## src/sv/assert_macros.svh

```systemverilog
// Assertion helpers shared by the translator RTL.
`ifndef ASSERT_MACROS_SVH
`define ASSERT_MACROS_SVH
`ifndef SYNTH
`define ASSERT_PROP(lbl, clk, rst_n, prop) \
    lbl: assert property (@(posedge clk) disable iff (!rst_n) prop) \
        else $error("assertion failed");
`define ASSERT_NEVER(lbl, clk, rst_n, expr) \
    lbl: assert property (@(posedge clk) disable iff (!rst_n) !(expr)) \
        else $error("forbidden condition seen");
`else
`define ASSERT_PROP(lbl, clk, rst_n, prop)
`define ASSERT_NEVER(lbl, clk, rst_n, expr)
`endif
`endif

```

## src/sv/tlbpt_ram.sv

```systemverilog
module tlbpt_ram #(
    parameter int DEPTH = 256,
    parameter int WIDTH = 8
) (
    input  logic                                   clk,
    input  logic                                   we,
    input  logic [((DEPTH > 1) ? $clog2(DEPTH) : 1)-1:0] waddr,
    input  logic [WIDTH-1:0]                       wdata,
    input  logic                                   re,
    input  logic [((DEPTH > 1) ? $clog2(DEPTH) : 1)-1:0] raddr,
    output logic [WIDTH-1:0]                       rdata
);
    logic [WIDTH-1:0] mem [DEPTH];

    always_ff @(posedge clk)
    begin
        if (we)
        begin
            mem[waddr] <= wdata;
        end
    end

    always_ff @(posedge clk)
    begin
        if (re)
        begin
            rdata <= mem[raddr];
        end
    end

endmodule

```

## config.mk

```make
export PLATFORM = sky130hd
export DESIGN_NAME = tlbpt_ram
export DESIGN_NICKNAME = d
export VERILOG_FILES = /design/src/sv/assert_macros.svh /design/src/sv/tlbpt_ram.sv
export SDC_FILE = /design/constraint.sdc
export NUM_CORES = 2
export LEC_CHECK = 0
export BUFFER_PORTS_ARGS = -buffer_cell sky130_fd_sc_hd__buf_2
export CORE_MARGIN = 2
export CORE_UTILIZATION = 45
export DETAILED_ROUTE_END_ITERATION = 16
export PLACE_DENSITY = 0.62
export SYNTH_ARGS = -nofsm -noshare
export SYNTH_HDL_FRONTEND = slang
export SYNTH_SLANG_ARGS = --single-unit
export TNS_END_PERCENT = 50
```

## constraint.sdc

```tcl
create_clock -name clk -period 3.2 [get_ports clk]
set_input_delay 0.32 -clock clk [delete_from_list [all_inputs] [get_ports clk]]
set_output_delay 0.32 -clock clk [all_outputs]
set_load 0.02 [all_outputs]
```

# Yosys cells after proc, flatten, opt, wreduce, memory -nomap -nowiden
# Memories as Yosys holds them, arrays and structs flattened. A register that Yosys moved wholly into a read port is not among the register bits.
# Cells that the tools add are included.
[op_classes] mux=2
[ops] cell="$mux W1" n=2
[totals] ff_bits=0 ram_bits=2048 inputBits=27 output_inout_bits=8 elab_cells=3 n_memories=1
[mem_list] name="mem" depth=256 word_bits=8 read_ports=1 rd_clocked_by_memory_dff=1 wr=1 line_no="tlbpt_ram.sv:13" text="logic [WIDTH-1:0] mem [DEPTH];"

# Depth between registers and ports, before layout
[depth] word_depth=2 depth_mapped=11 depth_no_buf=6

# Worst setup path after synthesis
# Ideal clock, no wire load.
[synth_path] path_kind="in2reg" start="input raddr[0] (netlist name)" end="register rdata[2], read port of mem, data pin" setup_time_ns=0.269 t_arrival_ns=2.127 required_time_ns=2.931 path_slack_ns=0.804 cell_stages=9 n_path_buf=4 path_cell_list="buf_6 -> buf_12 -> buf_8 -> buf_2 -> mux4_2 -> a22oi_1 -> a21oi_1 -> nor4_1 -> nor4_2"
[synth_lines] element="start, declared" line_no="tlbpt_ram.sv:10" text="input logic [((DEPTH > 1) ? $clog2(DEPTH) : 1)-1:0] raddr,"
[synth_lines] element="end, declared" line_no="tlbpt_ram.sv:11" text="output logic [WIDTH-1:0] rdata"

==> flow_metrics.env <==
export IMPL_status="finished, final reports clean"
export IMPL_finalInstanceArea_um2=92810
export IMPL_row_count=154
export IMPL_cp_data_required_time_ps=3810
export IMPL_hpwl_mm=128.0
export IMPL_antenna_found_initial=10
export IMPL_holdPathStages=1
export IMPL_initial_core_util_pct=45.27
export IMPL_io_buffer_count=34
export IMPL_synth_edf_count=2056
export IMPL_timing_rr_start="mem[83][2]$_DFFE_PP_"
export IMPL_period_needed_ps=2870
export IMPL_fin_skew_ps=57.52
export IMPL_htree_levels=4
export IMPL_coreArea_um2=175900
export IMPL_hold_path_class="in -> reg"
export IMPL_final_common_cell="edfxtp_1"
export IMPL_synth_async_reset_ratio_pct=0
export IMPL_setup_viol=0
export IMPL_met1_length_mm=83.48
export IMPL_irDropWorstVdd_v=0.0005916
export IMPL_hold_violations=0
export IMPL_via_per_inst=5.949
export IMPL_tightest_slew_ps=975.4
export IMPL_die_w_um=424.7
export IMPL_ys_seq_area_share_pct=77.53
export IMPL_die_y_um=424.7
export IMPL_drc=0
export IMPL_gp_congestion=0.8453
export IMPL_grt_use_total_pct=22.30
export IMPL_numCtsBuffers=206
export IMPL_wirelength_mm=201.1
export IMPL_cts_resized=0
export IMPL_drt_pass1_iterations=6
export IMPL_grt_first_pass_wirelength_mm=289.1
export IMPL_min_to="mem[227][4]$_DFFE_PP_"
export IMPL_syn_inst=3733
export IMPL_synth_top_cell_area_share_pct=77.53
export IMPL_hp_start="wdata[4]"
export IMPL_utilization_pct=52.76
export IMPL_worstPathArrival_ps=3480
export IMPL_synthFlopType="edfxtp_1"
export IMPL_avgRoutedWirePerCell_um=29.70
export IMPL_yosysWarnings=0
export IMPL_cts_path_max_buffers=3
export IMPL_nNetsFinal=4280
export IMPL_fin_crit_sh_pct=89.70
export IMPL_ant_nets=0
export IMPL_design_die_area_um2=180300
export IMPL_yosysTopAreaCell="edfxtp_1"
export IMPL_vias=40270
export IMPL_final_cell_mix="edfxtp_1 (2,056), mux4_2 (454), buf_4 (453), nor2_1 (279), clkbuf_16 (208)"
export IMPL_met2_wirelength_mm=96.94
export IMPL_slew_violations=0
export IMPL_met3_wirelength_mm=15.70
export IMPL_maxCapViolCount=0
export IMPL_p_leak_nw=29.60
export IMPL_io_pins=35
export IMPL_cts_sinks=2056
export IMPL_crit_type="in -> reg"
export IMPL_max_freq_mhz=348.4
export IMPL_maxSlewHeadroom_pct=33.29
export IMPL_startpoint_type="primary input"
export IMPL_synth_area_um2=79640
export IMPL_clk_pin_slew_ps=60
export IMPL_placed_area_um2=85910
export IMPL_cp_max_fo=32
export IMPL_rr_endpoint="rdata[2]$_DFFE_PP_"
export IMPL_syn_avg_cell_area_um2=21.33
export IMPL_layout_drive_gt1_share_pct=29.50
export IMPL_insertion_delay_ps=860
export IMPL_power_density_nw_per_um2=613.5
export IMPL_synth_seq_cells=2056
export IMPL_area_delta_synth_final_pct=16.54
export IMPL_rsz0062_at_grt="false"
export IMPL_r2r_cells=6
export IMPL_cts_tree="yes"
export IMPL_top_layer="met4"
export IMPL_grt_pass1_vias=39840
export IMPL_ctsRootBufferMaster="clkbuf_16"
export IMPL_syn_nets=3760
export IMPL_synth_area_leaders="edfxtp_1 (78%), mux4_2 (13%), mux2i_1 (1.7%)"
export IMPL_drt_iter0_drc=5292
export IMPL_yosysUniqueCellTypes=54
export IMPL_crit_path_end_kind="register"
export IMPL_grt_max_degree=105
export IMPL_grt_overflow=0
export IMPL_r2r_setup_slack_ps=360
[logic make-up (layout without fill, tap and decap cells)]
group	after synthesis	after routing	synth area share, %
and+or+nand+nor	466	466	2.625
other	0	6	0
AOI/OAI and AO/OA	385	385	3.416
DFF	2056	2056	77.53
muxes	591	591	14.60
buffers and inverters	235	926	1.829
[routing by layer]
layer | vias to the layer above | global-route usage [%]
met5 | - | 0
met4 | 0 | 5.979
met3 | 280 | 3.737
met2 | 1702 | 35.41
met1 | 21530 | 32.25
li1 | 16760 | -
[synthesized netlist by cell type, drive strengths merged (22+ instances only)]
master  count
nor2      282
nor3       22
mux2i     134
a21oi      96
nand2      33
o22ai      28
clkbuf    111
a22oi     133
o221ai     47
nor2b      31
buf       122
mux4      456
edfxtp   2056
nor4       27
nand3      34
[layout make-up]
cell class                      count  area [um2]
Clock buffer                      255        5381
Timing Repair Buffer              545        4801
Clock inverter                    124        1446
Tap cell                         2340        2928
Multi-Input combinational cell   1442       16490
Sequential cell                  2056       61740
Antenna cell                        6       15.01
Inverter                            2       7.507
Fill cell                       13540       83110
[through the flow]
stage / worst slack, ps / std cells / setup TNS (ps) / power [mW] / hold WS, ps
4_1_cts: 364.1 / 6764 / 0 / 57.31 / 13.31
2_1_floorplan: 803.9 / 3733 / 0 / 31.75 / 418.9
6_report: 329.8 / 6770 / 0 / 56.94 / 7.709
3_3_place_gp: -390.8 / 6379 / -1420 / 33.18 / 721.7
5_1_grt: 315.8 / 6766 / 0 / 58.44 / 17.16
3_5_place_dp: -422.3 / 6379 / -1729 / 33.21 / 727.6
[how the worst max path moves through the flow]
stage | cells after the start | slack, ps | end | start
after global routing | 10 | 320 | rdata[2]$_DFFE_PP_ | raddr[1]
final | 10 | 330 | rdata[2]$_DFFE_PP_ | raddr[1]
after CTS | 7 | 360 | rdata[5]$_DFFE_PP_ | mem[27][5]$_DFFE_PP_
after floorplan | 9 | 800 | rdata[2]$_DFFE_PP_ | raddr[0]
after global placement | 9 | -390 | rdata[7]$_DFFE_PP_ | raddr[0]
after detailed placement | 10 | -420 | rdata[2]$_DFFE_PP_ | raddr[0]
[worst max-delay path, cell delays in order]
cell      delay (ps)
buf_8            210
buf_12           240
buf_4            200
nor4b_1          800
a21oi_1          190
o211ai_1         160
a21oi_1          210
nor4_1           780
buf_4            240
nor4_2            40
[registers in the layout, summed over array words and instances (netlist names)]
register and flops:
rdata 8, mem 2048
[power breakdown]
part           total (mW)  switching [mW]  internal, mW
clock                24.3            10.2          14.1
sequential           29.7          0.0271          29.7
combinational        2.91            1.82          1.09
[timing repair]
action                                  in CTS  in global routing
endpoints found under the setup margin       0                  0
hold buffers                                 6                  0
setup buffers                                0                  0
hold endpoints to repair                   260                  0
Power figures use the tool's default switching activity.
