<file path="config.mk">
export PLATFORM = sky130hd
export DESIGN_NAME = tlbpt_tlb
export DESIGN_NICKNAME = d
export VERILOG_FILES = /design/src/sv/tlbpt_pkg.sv /design/src/sv/tlbpt_tlb.sv
export VERILOG_INCLUDE_DIRS = /design/src /design/src/sv
export SDC_FILE = /design/constraint.sdc
export NUM_CORES = 1
export LEC_CHECK = 0
export BUFFER_PORTS_ARGS = -buffer_cell sky130_fd_sc_hd__buf_2
export CAP_MARGIN = 5
export CORE_UTILIZATION = 62
export DETAILED_ROUTE_END_ITERATION = 8
export PLACE_DENSITY = 0.8
export SYNTH_ARGS = -nofsm -noshare
export SYNTH_HDL_FRONTEND = slang
export SYNTH_SLANG_ARGS = --single-unit
</file>
<file path="constraint.sdc">
create_clock -name clk -period 3.8 [get_ports clk]
set_input_delay 0.76 -clock clk [delete_from_list [all_inputs] [get_ports clk]]
set_output_delay 0.76 -clock clk [all_outputs]
set_load 0.05 [all_outputs]
</file>
<file path="src/sv/assert_macros.svh">
// Assertion helpers shared by the translator RTL.
`ifndef ASSERT_MACROS_SVH
`define ASSERT_MACROS_SVH
`ifndef SYNTH
`define ASSERT_PROP(lbl, clk, rst_n, prop) \
    lbl: assert property (@(posedge clk) disable iff (!rst_n) prop) \
        else $error("assertion failed");
`define ASSERT_NEVER(lbl, clk, rst_n, expr) \
    lbl: assert property (@(posedge clk) disable iff (!rst_n) !(expr)) \
        else $error("forbidden condition seen");
`else
`define ASSERT_PROP(lbl, clk, rst_n, prop)
`define ASSERT_NEVER(lbl, clk, rst_n, expr)
`endif
`endif

</file>
<file path="src/sv/tlbpt_pkg.sv">
package tlbpt_pkg;

    localparam int OFFSET_BITS = 8;
    localparam int PAGE_COUNT  = 256;
    localparam int TLB_ENTRIES = 16;
    localparam int FRAME_COUNT = 256;

    localparam int VA_W    = 32;
    localparam int PA_W    = 16;
    localparam int FU_W    = 8;
    localparam int CNT_W   = 32;
    localparam int PAGE_W  = (PAGE_COUNT > 1) ? $clog2(PAGE_COUNT) : 1;
    localparam int FRAME_W = (FRAME_COUNT > 1) ? $clog2(FRAME_COUNT) : 1;
    localparam int TLB_W   = (TLB_ENTRIES > 1) ? $clog2(TLB_ENTRIES) : 1;

    localparam logic [1:0] ST_TLB_HIT = 2'd0;
    localparam logic [1:0] ST_PT_HIT  = 2'd1;
    localparam logic [1:0] ST_FAULT   = 2'd2;
    localparam logic [1:0] ST_INVALID = 2'd3;

    typedef struct packed {
        logic               fill;
        logic [PAGE_W-1:0]  fill_page;
        logic [FRAME_W-1:0] fill_frame;
        logic               drop;
        logic [PAGE_W-1:0]  drop_page;
    } tlb_upd_t;

    typedef struct packed {
        logic               hit;
        logic [FRAME_W-1:0] frame;
    } tlb_look_t;

endpackage

</file>
<file path="src/sv/tlbpt_tlb.sv">
`include "assert_macros.svh"

module tlbpt_tlb (
    input  logic                          clk,
    input  logic                          rst_n,
    input  logic [tlbpt_pkg::PAGE_W-1:0]  look_page,
    output tlbpt_pkg::tlb_look_t          look,
    input  tlbpt_pkg::tlb_upd_t           upd
);
    import tlbpt_pkg::*;

    logic               valid_reg [TLB_ENTRIES];
    logic [PAGE_W-1:0]  page_reg  [TLB_ENTRIES];
    logic [FRAME_W-1:0] frame_reg [TLB_ENTRIES];
    logic [TLB_W-1:0]   fill_ptr_reg;
    logic [TLB_W-1:0]   fill_ptr_next;
    logic [TLB_ENTRIES-1:0] match;

    always_comb
    begin
        for (int i = 0; i < TLB_ENTRIES; i++)
        begin
            match[i] = valid_reg[i] && (page_reg[i] == look_page);
        end
    end

    // Lowest matching slot wins, so scan from the top down.
    always_comb
    begin
        look.hit   = |match;
        look.frame = '0;
        for (int i = TLB_ENTRIES - 1; i >= 0; i--)
        begin
            if (match[i])
            begin
                look.frame = frame_reg[i];
            end
        end
    end

    always_comb
    begin
        if ((32'(fill_ptr_reg) + 32'd1) >= 32'(TLB_ENTRIES))
        begin
            fill_ptr_next = '0;
        end
        else
        begin
            fill_ptr_next = fill_ptr_reg + TLB_W'(1);
        end
    end

    // The drop of the evicted page comes first; the fill of the new page overrides it.
    always_ff @(posedge clk or negedge rst_n)
    begin
        if (!rst_n)
        begin
            for (int i = 0; i < TLB_ENTRIES; i++)
            begin
                valid_reg[i] <= 1'b0;
            end
            fill_ptr_reg <= '0;
        end
        else
        begin
            if (upd.drop)
            begin
                for (int i = 0; i < TLB_ENTRIES; i++)
                begin
                    if (valid_reg[i] && (page_reg[i] == upd.drop_page))
                    begin
                        valid_reg[i] <= 1'b0;
                    end
                end
            end
            if (upd.fill)
            begin
                valid_reg[fill_ptr_reg] <= 1'b1;
                fill_ptr_reg <= fill_ptr_next;
            end
        end
    end

    always_ff @(posedge clk)
    begin
        if (upd.fill)
        begin
            page_reg[fill_ptr_reg]  <= upd.fill_page;
            frame_reg[fill_ptr_reg] <= upd.fill_frame;
        end
    end

    `ASSERT_PROP(a_fill_sets_valid, clk, rst_n, upd.fill |=> valid_reg[$past(fill_ptr_reg)])
    `ASSERT_PROP(a_ptr_holds, clk, rst_n, !upd.fill |=> $stable(fill_ptr_reg))
    `ASSERT_PROP(a_single_match, clk, rst_n, $onehot0(match))

endmodule

</file>
### Yosys cells after proc, flatten, opt, wreduce, memory -nomap -nowiden

Memory sizes are Yosys's and may differ from the RTL's.
Cells that the tools add are included.

* output and inout port bits: 9
* bits in registers: 20
* word-level logic and storage cells: 131
* bits of input ports: 36
* memories: 2
* memory bits (writable): 256

Memory list
* frame_reg: words 16, width 8, rd ports 16, clocked after Yosys merged registers in 0, wr ports 1, line tlbpt_tlb.sv:14 `logic [FRAME_W-1:0] frame_reg [TLB_ENTRIES];`
* page_reg: words 16, width 8, rd ports 16, clocked after Yosys merged registers in 0, wr ports 1, line tlbpt_tlb.sv:13 `logic [PAGE_W-1:0] page_reg [TLB_ENTRIES];`

* equal/unequal tests: 32
* add/sub/neg operators: 2
* bitwise logic cells: 2
* reduce and logical (&&, ||, !) cells: 34
* muxes and demuxes: 39
* magnitude comparators: 3

Operators by type and width (number)
* 8-bit equality test: 32
* 8-bit two-way mux: 16
* 1-bit logical AND: 33
* 16-bit two-way mux: 2
* 1-bit two-way mux: 19
* 16-bit OR: 1
* 16-bit OR reduction: 1
* 5-bit greater-or-equal comparator, second input constant: 2
* 4-bit by 1-bit adder with 5-bit output, second input constant: 1
* 5-bit by 1-bit less-than comparator with 1-bit output, second input constant: 1
* 4-bit inverter with 5-bit output: 1
* 4-bit by 1-bit adder with 4-bit output, second input constant: 1
* 1-bit demux with 4-bit select: 1
* 4-bit two-way mux: 1

### Longest topological paths before layout

* word-level depth: 18
* mapped depth: 11
* gate-level depth less buffers: 8

### Worst setup path after synthesis

No wires, ideal clock.

* path type: input to output
* from: input port look_page[6] in the netlist's numbering
* to: output port look[7] in the netlist's numbering
* buffers on the path: 1
* stages on the path: 9
* data arrival time: 3336 ps
* setup slack: -296 ps
* path through: buf_6 > xnor2_1 > o2111ai_1 > or4_4 > nor2_2 > a222oi_1 > nand3_1 > o21ai_1 > a211oi_1

RTL lines
* start, declared: line tlbpt_tlb.sv:6 `input logic [tlbpt_pkg::PAGE_W-1:0] look_page,`
* end, declared: line tlbpt_tlb.sv:7 `output tlbpt_pkg::tlb_look_t look,`

==> out/metrics.yaml <==
path_clk_slew_ns: 0.07
maxSlewViolCount: 0
clk_latency_ns: 0.55
timing.hold.ws_ns: 0.216
finalCriticalPeriod_ns: 3.74
dieArea_um2: 21800
critPathRequiredTime_ns: 3.04
syn-num-nets: 989
worstSetupStartpointType: "register"
path_buf_inv: 1
fin_cells: 1350
dp_hpwl_um: 20900
drive_gt1_frac: 0.217
tightestPinTransition_ns: 0.751
r2r_slack_ns: 1.62
drt-initial-drc-count: 852
grt_max_degree: 21
dpl_cell_area_um2: 14100
synth-seq-cells: 276
dr_total_vias: 8407
synth-main-ff-cell: "edfxtp_1"
synthArstFlopShare: 0.0725
setup_viol: 0
critPathTopFamily: "simple AND/OR/NAND/NOR gates"
cts_hold_buffers: 0
hold_path_class: "primary input to asynchronous set/reset pin"
cts.path.max_buffers: 3
drc: 0
pin_count: 45
arrival_ns: 2.98
power_density_nw_per_um2: 502
layout_common_cells: "edfxtp_1 (256), xor2_1 (140), xnor2_1 (105)"
first_global_vias: 8356
path_class: "register to primary output"
grt-ovfl-total: 0
clockRootBuffer: "clkbuf_16"
slew-limit-headroom: 0.498
status: "finished, final reports clean"
leakage_nw: 5.30
ant_nets: 0
nets: 1099
cp_cell_sequence: "nor2b_1, a221o_1, or4_4, nor2_4, a221oi_1, and3_1, a21oi_2, o21a_1, buf_6"
wire_per_inst_um: 24.4
row_count: 52
crit_fanout: 5
synth_warnings: 0
layout_commonest_cell: "edfxtp_1"
avgSynthCellArea_um2: 13.8
antenna_cells: 0
ys_types: 70
synth_cells: 949
die_h_um: 148
vias_per_cell: 6.23
synth-seq-area-share: 0.623
cts_max_level: 1
port-buffer-count: 44
die_w_um: 148
maxCapViolCount: 0
firstDrtPassIters: 8
fin_crit_sh: 0.985
final_hold_viol_count: 0
final_area_um2: 15300
grt_pass1_wl_um: 49400
ir_drop_uv: 389
crit_slowest_cell: "or4_4"
grtUsageTotal: 0.310
dp_cells: 1296
routed_wl_um: 33000
cp-end-kind: "primary output"
gp_congestion: 0.890
numCtsBuffers: 27
netlist_area_um2: 13100
rsz0062_at_grt: "yes"
start_util: 0.641
skew_ns: 0.0175
area_growth_pct: 16.3
fmax_mhz: 267
cts_tree: "built"
critPathMaxStageDelay_ns: 0.57
clock-sinks: 276
synth-edff-count: 256
coreArea_um2: 20500
antenna_found_initial: 0
==> through the flow <==
stage / total power [mW] / util / setup TNS, ns / setup WS (ns)
after detailed placement: 4.86 / 0.686 / -0.434 / -0.104
after global routing: 7.92 / 0.746 / -0.115 / -0.0366
after CTS: 7.66 / 0.734 / -0.00497 / -0.00497
after floorplan: 4.51 / - / 0 / 0.00567
final: 7.67 / 0.746 / 0 / 0.0580
after global placement: 4.82 / 0.686 / -0.104 / -0.0711
==> kinds of logic after synthesis <==
logic type      Yosys count  synth area share
compound gates          115            0.0609
xor+xnor                254             0.176
fa+ha+maj                 4           0.00381
buf+inv                  61            0.0297
flops                   276             0.623
mux                       7           0.00533
simple gates            232             0.101
==> final timing paths <==
kind	start	to	cells past startpoint
worst max-delay path	page_reg[11][0]	look[3]	9
worst min-delay path	rst_n	valid_reg[6]	1
min in group clk	valid_reg[14]	valid_reg[14]	2
max in group asynchronous	rst_n	fill_ptr_reg[0]	1
worst max register to register	fill_ptr_reg[0]	frame_reg[4][1]	5
worst min register to register	valid_reg[14]	valid_reg[14]	2
==> worst register-to-register path, cell delays in order (launching register included) <==
cell	delay, ns
dfrtp_1	0.42
inv_1	0.15
ha_1	0.16
nand2_1	0.19
nor2_1	0.65
buf_4	0.33
==> power by group <==
part           switching (mW)  total [mW]  internal, mW  leakage, nW
sequential              0.198        3.85          3.65         2.53
combinational           0.648        1.02         0.367         2.30
clock                    1.11        2.81          1.71        0.467
total                    1.95        7.67          5.72         5.30
==> cells in the mapped netlist (6+ instances only) <==
| cell type | number | area share |
|---|---|---|
| xor2_1 | 140 | 0.093 |
| nand3b_1 | 6 | 0.0034 |
| buf_6 | 10 | 0.0086 |
| nand4_1 | 17 | 0.0081 |
| nor3_1 | 27 | 0.010 |
| xnor2_1 | 107 | 0.071 |
| o21ai_1 | 9 | 0.0034 |
| nor4_1 | 23 | 0.011 |
| and3_1 | 8 | 0.0038 |
| o41ai_1 | 14 | 0.0093 |
| edfxtp_1 | 256 | 0.59 |
| inv_1 | 16 | 0.0046 |
| a221oi_1 | 10 | 0.0067 |
| o21ai_0 | 24 | 0.0091 |
| mux2i_1 | 7 | 0.0053 |
| clkbuf_1 | 20 | 0.0057 |
| nand3_1 | 37 | 0.014 |
| nand2b_1 | 9 | 0.0043 |
| nor2_1 | 31 | 0.0089 |
| a21oi_1 | 16 | 0.0061 |
| dfrtp_1 | 20 | 0.038 |
| nand2_1 | 41 | 0.012 |
==> what timing repair did <==
item                                    4_1_cts  5_1_grt
cloned                                        0        0
pin swaps                                     0       15
hold endpoints to repair                      0        0
setup buffers                                 0        4
resized for setup                            17       52
endpoints found under the setup margin        8        9
==> cell type report <==
| cell class | count | area (um2) |
|---|---|---|
| fillers | 1238 | 5210 |
| clock buffers | 30 | 687 |
| multi-input cells | 612 | 4780 |
| well taps | 270 | 338 |
| flip-flops and latches | 276 | 8190 |
| clock inverters | 20 | 249 |
| inverters | 17 | 63.8 |
| repair buffers | 125 | 978 |
==> per-layer routing <==
metal / vias up / wire length (um) / track usage / share of wire
li1: 3720 / - / - / -
met1: 4124 / 12900 / 0.426 / 0.39
met2: 472 / 15700 / 0.496 / 0.48
met3: 91 / 3170 / 0.0522 / 0.096
met4: 0 / 1230 / 0.124 / 0.037
met5: - / 0 / 0 / 0
Power figures use the tool's default switching activity.
